### config.mk
export PLATFORM = sky130hd
export DESIGN_NAME = nmea_sentence_framer_classifier
export DESIGN_NICKNAME = d
export VERILOG_FILES = /design/src/sv/nsfc_pkg.sv /design/src/sv/nsfc_framer.sv /design/src/sv/nsfc_classify.sv /design/src/sv/nmea_sentence_framer_classifier.sv
export SDC_FILE = /design/constraint.sdc
export NUM_CORES = 1
export LEC_CHECK = 0
export BUFFER_PORTS_ARGS = -buffer_cell sky130_fd_sc_hd__buf_4
export CORE_ASPECT_RATIO = 1.25
export CORE_MARGIN = 4
export CORE_UTILIZATION = 45
export CTS_BUF_LIST = sky130_fd_sc_hd__clkbuf_8
export DETAILED_ROUTE_END_ITERATION = 16
export HOLD_SLACK_MARGIN = 0.06
export MAX_ROUTING_LAYER = met4
export PLACE_DENSITY_LB_ADDON = 0.12
export SLEW_MARGIN = 15
export SYNTH_ARGS = -nofsm -noshare
export SYNTH_HDL_FRONTEND = slang
export SYNTH_HIERARCHICAL = 1
export SYNTH_SLANG_ARGS = --single-unit
### constraint.sdc
create_clock -name clk_i -period 7.8 [get_ports clk_i]
set_input_delay 0.39 -clock clk_i [delete_from_list [all_inputs] [get_ports clk_i]]
set_output_delay 0.39 -clock clk_i [all_outputs]
set_load 0.05 [all_outputs]
### src/sv/nsfc_pkg.sv
`timescale 1ns / 1ps
// ----------------------------------------------------------------------------
// nsfc_pkg: shared types and constants of the NMEA sentence framer
// Character codes, phase and kind codes, and the records passed between units.
// ----------------------------------------------------------------------------
package nsfc_pkg;

  localparam int unsigned CntW      = 7;
  localparam int unsigned HdrBytes  = 5;
  localparam int unsigned HdrIdxW   = 3;

  // Longest sentence kept, counting '$' and body bytes up to '\r'
  localparam logic [CntW-1:0] MaxSentenceLen = CntW'(87);

  localparam logic [7:0] ChDollar = 8'h24;
  localparam logic [7:0] ChCr     = 8'h0D;
  localparam logic [7:0] ChLf     = 8'h0A;
  localparam logic [7:0] ChP      = 8'h50;
  localparam logic [7:0] ChQ      = 8'h51;

  typedef enum logic [1:0] {
    PH_IDLE = 2'd0,
    PH_BODY = 2'd1,
    PH_TERM = 2'd2
  } phase_e;

  typedef enum logic [2:0] {
    KIND_INVALID = 3'd0,
    KIND_PARAM   = 3'd1,
    KIND_ENCAP   = 3'd2,
    KIND_QUERY   = 3'd3,
    KIND_PROP    = 3'd4
  } kind_e;

  // Completed sentence: header bytes 1..5 after '$' and total length
  typedef struct packed {
    logic [HdrBytes-1:0][7:0] hdr;
    logic [CntW-1:0]          len;
  } sent_t;

  // Classified result beat
  typedef struct packed {
    kind_e           kind;
    logic [7:0]      talker_first;
    logic [7:0]      talker_second;
    logic [7:0]      formatter_first;
    logic [7:0]      formatter_second;
    logic [7:0]      formatter_third;
    logic [7:0]      listener_first;
    logic [7:0]      listener_second;
    logic [7:0]      maker_first;
    logic [7:0]      maker_second;
    logic [7:0]      maker_third;
    logic [CntW-1:0] total_length;
  } res_t;

endpackage

### src/sv/nsfc_framer.sv
`timescale 1ns / 1ps
// ----------------------------------------------------------------------------
// nsfc_framer: sentence phase tracking and header capture
// Advances the phase, byte count and header bytes on each accepted byte and
// flags a completed sentence on the '\n' after '\r'.
// ----------------------------------------------------------------------------
module nsfc_framer import nsfc_pkg::*; (
  input  logic       clk_i,
  input  logic       rst_ni,
  input  logic       beat_i,
  input  logic [7:0] rx_byte_i,
  output logic       done_o,
  output sent_t      sent_o
);

  phase_e                   phase_q, phase_d;
  logic [CntW-1:0]          cnt_q, cnt_d;
  logic [HdrBytes-1:0][7:0] hdr_q, hdr_d;
  logic [HdrBytes-1:0][7:0] hdr_cap;
  logic [CntW-1:0]          cnt_inc;
  logic                     in_hdr;
  logic [HdrIdxW-1:0]       hdr_idx;

  assign cnt_inc = cnt_q + CntW'(1);
  assign in_hdr  = (cnt_q >= CntW'(1)) && (cnt_q <= CntW'(HdrBytes));
  assign hdr_idx = HdrIdxW'(cnt_q - CntW'(1));

  always_comb begin
    hdr_cap = hdr_q;
    if (in_hdr) begin
      hdr_cap[hdr_idx] = rx_byte_i;
    end
  end

  // Next phase
  always_comb begin
    phase_d = phase_q;
    if (beat_i) begin
      case (phase_q)
        PH_BODY: begin
          if (rx_byte_i == ChCr) begin
            phase_d = PH_TERM;
          end else if (cnt_inc >= MaxSentenceLen) begin
            phase_d = PH_IDLE;
          end
        end
        PH_TERM: phase_d = PH_IDLE;
        default: phase_d = (rx_byte_i == ChDollar) ? PH_BODY : PH_IDLE;
      endcase
    end
  end

  // Count, header and completion
  always_comb begin
    cnt_d  = cnt_q;
    hdr_d  = hdr_q;
    done_o = 1'b0;
    if (beat_i) begin
      case (phase_q)
        PH_BODY: begin
          hdr_d = hdr_cap;
          if (rx_byte_i != ChCr && cnt_inc >= MaxSentenceLen) begin
            cnt_d = '0;
          end else begin
            cnt_d = cnt_inc;
          end
        end
        PH_TERM: begin
          cnt_d = '0;
          if (rx_byte_i == ChLf) begin
            hdr_d  = hdr_cap;
            done_o = 1'b1;
          end
        end
        default: begin
          if (rx_byte_i == ChDollar) begin
            hdr_d = '0;
            cnt_d = CntW'(1);
          end
        end
      endcase
    end
  end

  assign sent_o.hdr = hdr_cap;
  assign sent_o.len = cnt_inc;

  always_ff @(posedge clk_i or negedge rst_ni) begin
    if (!rst_ni) begin
      phase_q <= PH_IDLE;
      cnt_q   <= '0;
      hdr_q   <= '0;
    end else begin
      phase_q <= phase_d;
      cnt_q   <= cnt_d;
      hdr_q   <= hdr_d;
    end
  end

endmodule

### src/sv/nsfc_classify.sv
`timescale 1ns / 1ps
// ----------------------------------------------------------------------------
// nsfc_classify: sentence classification and result register
// Sorts a completed sentence into parametric, query or proprietary and holds
// the result in an output register backed by a skid stage.
// ----------------------------------------------------------------------------
module nsfc_classify import nsfc_pkg::*; (
  input  logic  clk_i,
  input  logic  rst_ni,
  input  logic  done_i,
  input  sent_t sent_i,
  input  logic  out_stall_i,
  output logic  out_valid_o,
  output logic  skid_full_o,
  output res_t  res_o
);

  res_t res_c;
  res_t out_q, skid_q;
  logic out_vld_q, skid_vld_q;

  always_comb begin
    res_c              = '0;
    res_c.total_length = sent_i.len;
    if (sent_i.hdr[0] == ChP) begin
      res_c.kind         = KIND_PROP;
      res_c.maker_first  = sent_i.hdr[1];
      res_c.maker_second = sent_i.hdr[2];
      res_c.maker_third  = sent_i.hdr[3];
    end else if (sent_i.hdr[4] == ChQ) begin
      res_c.kind            = KIND_QUERY;
      res_c.talker_first    = sent_i.hdr[0];
      res_c.talker_second   = sent_i.hdr[1];
      res_c.listener_first  = sent_i.hdr[2];
      res_c.listener_second = sent_i.hdr[3];
    end else begin
      res_c.kind             = KIND_PARAM;
      res_c.talker_first     = sent_i.hdr[0];
      res_c.talker_second    = sent_i.hdr[1];
      res_c.formatter_first  = sent_i.hdr[2];
      res_c.formatter_second = sent_i.hdr[3];
      res_c.formatter_third  = sent_i.hdr[4];
    end
  end

  logic out_free;
  assign out_free = !out_vld_q || !out_stall_i;

  always_ff @(posedge clk_i or negedge rst_ni) begin
    if (!rst_ni) begin
      out_vld_q  <= 1'b0;
      skid_vld_q <= 1'b0;
    end else begin
      if (out_free) begin
        out_vld_q  <= skid_vld_q || done_i;
        skid_vld_q <= 1'b0;
      end else if (done_i) begin
        skid_vld_q <= 1'b1;
      end
    end
  end

  always_ff @(posedge clk_i) begin
    if (out_free) begin
      out_q <= skid_vld_q ? skid_q : res_c;
    end else if (done_i) begin
      skid_q <= res_c;
    end
  end

  assign out_valid_o = out_vld_q;
  assign skid_full_o = skid_vld_q;
  assign res_o       = out_q;

endmodule

### src/sv/nmea_sentence_framer_classifier.sv
`timescale 1ns / 1ps
// ----------------------------------------------------------------------------
// nmea_sentence_framer_classifier: NMEA 0183 sentence framer and classifier
// Frames '$'...'\r\n' sentences from a byte stream and reports each one's
// kind, address characters and length.
// ----------------------------------------------------------------------------
// One received byte is taken per cycle. A sentence opens on '$', its body is
// counted, and it must close with '\r' followed at once by '\n'; a sentence
// that reaches 87 bytes without '\r', or whose '\r' is not followed by '\n',
// is dropped silently (the offending byte too). For each good sentence one
// result beat goes into the output register when the '\n' is taken, or into
// the skid entry while the sink holds the previous one: kind 4 proprietary
// ('P' right after '$', maker code from the next three bytes), kind 3 query
// ('Q' as the fifth header byte, talker and listener), else kind 1 parametric
// (talker and formatter). Fields not used by the kind read 0, as do header
// bytes that a short sentence never delivered. total_length counts '$', '\r'
// and '\n'. The rate is one byte per cycle; results sit in an output register
// with a one-entry skid behind it, so rx_byte is stalled only while both hold
// a result the sink has not taken.
// ----------------------------------------------------------------------------
module nmea_sentence_framer_classifier import nsfc_pkg::*; (
  input  logic       clk_i,
  input  logic       rst_ni,
  input  logic       in_valid_i,
  output logic       in_stall_o,
  input  logic [7:0] rx_byte_i,
  output logic       out_valid_o,
  input  logic       out_stall_i,
  output logic [2:0] kind_o,
  output logic [7:0] talker_first_o,
  output logic [7:0] talker_second_o,
  output logic [7:0] formatter_first_o,
  output logic [7:0] formatter_second_o,
  output logic [7:0] formatter_third_o,
  output logic [7:0] listener_first_o,
  output logic [7:0] listener_second_o,
  output logic [7:0] maker_first_o,
  output logic [7:0] maker_second_o,
  output logic [7:0] maker_third_o,
  output logic [6:0] total_length_o
);

  logic  beat;
  logic  done;
  logic  skid_full;
  sent_t sent;
  res_t  res;

  // Hold off input only while the skid entry is occupied
  assign in_stall_o = skid_full;
  assign beat       = in_valid_i && !in_stall_o;

  nsfc_framer u_framer (
    .clk_i     (clk_i),
    .rst_ni    (rst_ni),
    .beat_i    (beat),
    .rx_byte_i (rx_byte_i),
    .done_o    (done),
    .sent_o    (sent)
  );

  nsfc_classify u_classify (
    .clk_i       (clk_i),
    .rst_ni      (rst_ni),
    .done_i      (done),
    .sent_i      (sent),
    .out_stall_i (out_stall_i),
    .out_valid_o (out_valid_o),
    .skid_full_o (skid_full),
    .res_o       (res)
  );

  assign kind_o             = res.kind;
  assign talker_first_o     = res.talker_first;
  assign talker_second_o    = res.talker_second;
  assign formatter_first_o  = res.formatter_first;
  assign formatter_second_o = res.formatter_second;
  assign formatter_third_o  = res.formatter_third;
  assign listener_first_o   = res.listener_first;
  assign listener_second_o  = res.listener_second;
  assign maker_first_o      = res.maker_first;
  assign maker_second_o     = res.maker_second;
  assign maker_third_o      = res.maker_third;
  assign total_length_o     = res.total_length;

endmodule

* After elaboration in Yosys (flattened, before gate mapping)
Index checks and enable logic that the tools add are counted.
Widths: inputs -> output; s select.
** Word-level totals
- Bits in registers :: 231
- Latch bits :: 0
- RAM bits :: 0
- Bits in read-only memories :: 0
- Input port bits :: 12
- Word-level logic and storage cells :: 92
- Memories :: 0
** Operators by class
- Add/sub/neg operators :: 2
- Multiply operators :: 0
- Div/mod/pow operators :: 0
- Order comparisons :: 5
- Equality and inequality tests :: 10
- Shift-type cells :: 0
- Multiplexer cells :: 26
- Bitwise operators :: 1
- Reductions and logical operators :: 15
** Operator list (count)
- $mux 40 :: 3
- $mux 90 :: 1
- $pmux 40 s2 :: 1
- $mux 56 :: 1
- $mux 24 :: 2
- $bwmux 40 :: 1
- $demux 8 s3 :: 1
- $mux 18 :: 1
- $eq 8x4->1 const B :: 2
- $eq 8x7->1 const B :: 2
- $mux 16 :: 1
- $mux 7 :: 2
- $pmux 7 s2 :: 1
- $eq 8x6->1 const B :: 1
- $mux 8 :: 1
- $ne 8x4->1 const B :: 1
- $add 7x1->7 const B :: 1
- $ge 7x1->1 const B :: 1
- $ge 7x7->1 const B :: 1
- $le 7x3->1 const B :: 1
- $mux 1 :: 6
- $reduce_and 2->1 :: 3
- $logic_and 1x1->1 :: 4
- $lt 3x4->1 const B :: 1
- other kinds (15) :: 19

* Longest topological paths before layout
- Depth after elaboration :: 11
- Gate-level depth with buffers :: 14

* Cells and area by module
Netlist, hierarchy kept.
** Modules (own cells, without submodules)
- nsfc_classify :: times used 1, cells an instance 529, area an instance 7342.0 µm², seq. area each 5455.2 µm²
- nsfc_framer :: times used 1, cells an instance 355, area an instance 3412.0 µm², seq. area each 1226.2 µm²
- nmea_sentence_framer_classifier :: times used 1, cells an instance 1, area an instance 13.8 µm², seq. area each 0.0 µm²

* Least setup slack after synthesis
Ideal clock, no wire load.
- Kind :: input port to flip-flop
- From :: input rx_byte_i[0]
- To :: register u_classify/skid_q[0] (netlist bit) (enable)
- Setup time :: 459 ps
- Arrival time :: 3218 ps
- Path slack :: 4122 ps
- Cell stages on the path :: 4
- Cells stage by stage :: buf_6 -> nor4_4 -> and4_1 -> and3_1
** On the way
- Word-level cells in the longest chain between the ends :: 5
** RTL lines
- from (decl) :: line nmea_sentence_framer_classifier.sv:26 : input logic [7:0] rx_byte_i,
- $eq 8x4->1 :: line nsfc_framer.sv:70 : if (rx_byte_i == ChLf) begin
- $mux 1 :: line nsfc_framer.sv:70
- $mux 1 :: line nsfc_framer.sv:59 : case (phase_q)
- $mux 1 :: line nsfc_framer.sv:58 : if (beat_i) begin
- via done :: line nmea_sentence_framer_classifier.sv:44 : logic done;
- $reduce_and 2->1 (no line)
- to (signal assigned) :: line nsfc_classify.sv:67 : skid_q <= res_c;
- to (decl) :: line nsfc_classify.sv:19 : res_t out_q, skid_q;
The timed path passes the listed nets, and every way through them passes these cells.
A chain may end at the register's enable or synchronous reset.

==> out/metrics.csv <==
stage,metric,value,unit
layout,regArea,0.00669,mm²
layout,nFillCells,2120,
logic_synthesis,yosys_warnings,6,
timing,setup_viol,0,
timing,final-hold-violation-count,0,
layout,n_antenna_cell,0,
die,core,0.0236,mm²
clock_network,cts_setup_buffers,0,
clock_network,cts.htree.levels,2,
detailed_routing,ant_nets,0,
place,place.gp.congestion,0.792,
pwr,p_per_area,333,mW/mm²
die,die_y,181,µm
critical_path,r2r_start,u_framer/cnt_q[0],
layout,area_growth,14.1,%
timing,tightest_slew,1170,ps
clock_network,numCtsBuffers,38,
die,dieArea,0.0265,mm²
critical_path,crit_required,8060,ps
timing,rsz0062_at_grt,false,
detailed_routing,drt-initial-drc-count,499,
logic_synthesis,netlist_area,0.0108,mm²
logic_synthesis,ys_ff_latch,231,
min_path,holdCritStartpoint,out_stall_i,
logic_synthesis,yosysTopAreaCellShare,50.2,%
critical_path,rr_worst_depth,12,
clock_network,cts_sinks,231,
logic_synthesis,synth.yosys.seq_area_share,62.0,%
logic_synthesis,synthArstFlopShare,22.1,%
place,portBuffers,103,
logic_synthesis,synth_cell_type_count,65,
logic_synthesis,synth_area_leaders,"edfxtp_1 50%, dfrtp_1 12%, mux2_2 4.8%",
die,rows,63,
die,pin_count,104,
detailed_routing,drc,0,
clock_network,clock_latency,520,ps
pwr,power_leakage,4.89,nW
layout,drive_gt1_share,24.9,%
timing,min_period_over_period,65.6,%
pwr,p_total,4.09,mW
clock_network,cts_tree,yes,
status,status,"complete, no violations",
critical_path,worst_ep_arrival_time,5380,ps
timing,setup-tns-final,0,ps
timing,finClkSkew,19.7,ps
critical_path,worstPathMaxFanout,56,
timing,min_period,5120,ps
clock_network,clk_pin_slew,60,ps
layout,layout_commonest_cell,edfxtp_1,
logic_synthesis,syn_nets,903,
place,place_hpwl,14200,µm
logic_synthesis,synth-edff-count,180,
layout,nNetsFinal,989,
global_route,antenna_found_initial,0,
pwr,vdd_drop_max,0.191,mV
clock_network,cts_resized,0,
detailed_routing,routed_wl,23300,µm
min_path,hp-class,input pin to register,
logic_synthesis,synth.largest_area_cell,edfxtp_1,
clock_network,clock_path_buffers,3,
logic_synthesis,syn_avg_cell_area,12.2,µm²
critical_path,cp-start-kind,register,
critical_path,rrSetupSlack,2680,ps
critical_path,cp-end-kind,register,
detailed_routing,vias_per_cell,5.48,
global_route,grt_pass1_vias,6803,
critical_path,timing.rr.end,u_classify/res_o[87],
layout,multi_input_area,0.00359,mm²
logic_synthesis,ys.flop_type,edfxtp_1,
detailed_routing,via_count,7049,
timing,relSlewSlack,22.1,%
timing,fmax,195,MHz
logic_synthesis,syn_inst,885,
detailed_routing,drt-wirelength-per-cell,18.1,µm
global_route,gr-usage-all-layers,17.8,%
global_route,grt_max_degree,101,
flow_run,maxCapViolCount,0,
detailed_routing,drt_first_pass_iters,5,
min_path,holdPathEnd,u_classify/out_valid_o,
critical_path,worstSetupPathType,register to register,
timing,finalMaxSlewViolations,0,
global_route,grt_first_pass_wirelength,37200,µm
die,dieWidth,146,µm
clock_network,ctsRootBufferMaster,clkbuf_8,
die,initial_core_util,45.5,%
layout,final_cell_mix,"180 x edfxtp_1, 117 x nand2_1, 111 x buf_4",
global_route,grt-ovfl-total,0,
min_path,hold_depth,3,
[report_power, final]
part	internal, mW	switching, mW
combinational	0.534	0.950
clock	0.461	0.453
sequential	1.58	0.117
[how the worst max path moves through the flow]
stage                                  from                    to  slack (ps)  cells past startpoint
after floorplan                rx_byte_i[0]  u_classify/skid_q[0]        4120                      4
after global placement    u_framer/cnt_q[0]  u_classify/res_o[87]        2730                     12
after detailed placement  u_framer/cnt_q[0]  u_classify/res_o[87]        2630                     12
after CTS                 u_framer/cnt_q[0]  u_classify/res_o[87]        2640                     12
after global routing      u_framer/cnt_q[0]  u_classify/res_o[87]        2310                     12
final                     u_framer/cnt_q[0]  u_classify/res_o[87]        2680                     12
[cells in the mapped netlist, types with 7 or more instances]
cell,instances
edfxtp_1,180
nand2_1,118
nor2_1,56
dfrtp_1,51
mux2_2,46
inv_1,44
clkbuf_1,39
o31ai_1,38
o21ai_1,36
nor2b_1,34
o21ai_0,28
nand2b_1,26
nor3_1,24
a22oi_1,23
o31ai_2,18
buf_2,9
buf_4,9
a22oi_2,8
buf_6,8
nand3b_1,8
nand3_1,7
[flip-flops by register name, indices dropped and copies added (netlist names)]
signal,flops
u_classify/res_o,90
u_classify/skid_q,90
u_framer/hdr_q,40
u_framer/cnt_q,7
u_framer/phase_q,2
u_classify/out_valid_o,1
u_classify/skid_full_o,1
[worst max-delay path: stages (launching register included)]
cell and delay [ps]:
dfrtp_1 550, inv_1 210, ha_1 280, or2_2 290, o22ai_2 240, nand4_2 610, mux2_2 540, or4_1 710
nor2_4 160, buf_4 500, inv_2 40, buf_4 320, mux2_2 360
[layout make-up]
type	instances	area share [%]
clock buffer	39	4.37
clock inverter	25	0.825
inverter	45	1.37
multi-input combinational	543	29.2
sequential	231	54.4
tap	292	2.97
timing repair buffer	112	6.86
[layer usage]
metal / up-vias / GRT usage [%] / routed length (µm)
li1: 3382 / - / -
met1: 3432 / 23.8 / 10300
met2: 207 / 28.3 / 11400
met3: 28 / 3.14 / 1260
met4: 0 / 4.56 / 353
met5: - / - / 0
[cells by family after synthesis]
| family | after synthesis | share of synthesized area, % |
|---|---|---|
| compound gates | 185 | 13.2 |
| fa+ha+maj | 6 | 0.697 |
| mux | 46 | 4.81 |
| xor+xnor | 4 | 0.325 |
| buf+inv | 111 | 4.85 |
| simple gates | 302 | 14.1 |
| flops | 231 | 62.0 |
[timing repair]
item,CTS,global route
hold buffers,1,0
endpoints found under the hold margin,51,0
endpoints found under the setup margin,0,0
[metrics by stage]
step	hold WS [ps]	area, µm²	utilization (%)	setup slack [ps]	instances
after CTS	302	12300	52.0	2640	1287
after floorplan	94.4	10800	-	4120	885
after detailed placement	475	11600	49.2	2630	1222
final	318	12300	52.0	2680	1287
after global placement	475	11600	49.2	2730	1222
after global routing	325	12300	52.0	2310	1287
Note: power is estimated with default switching activity, not from simulation.
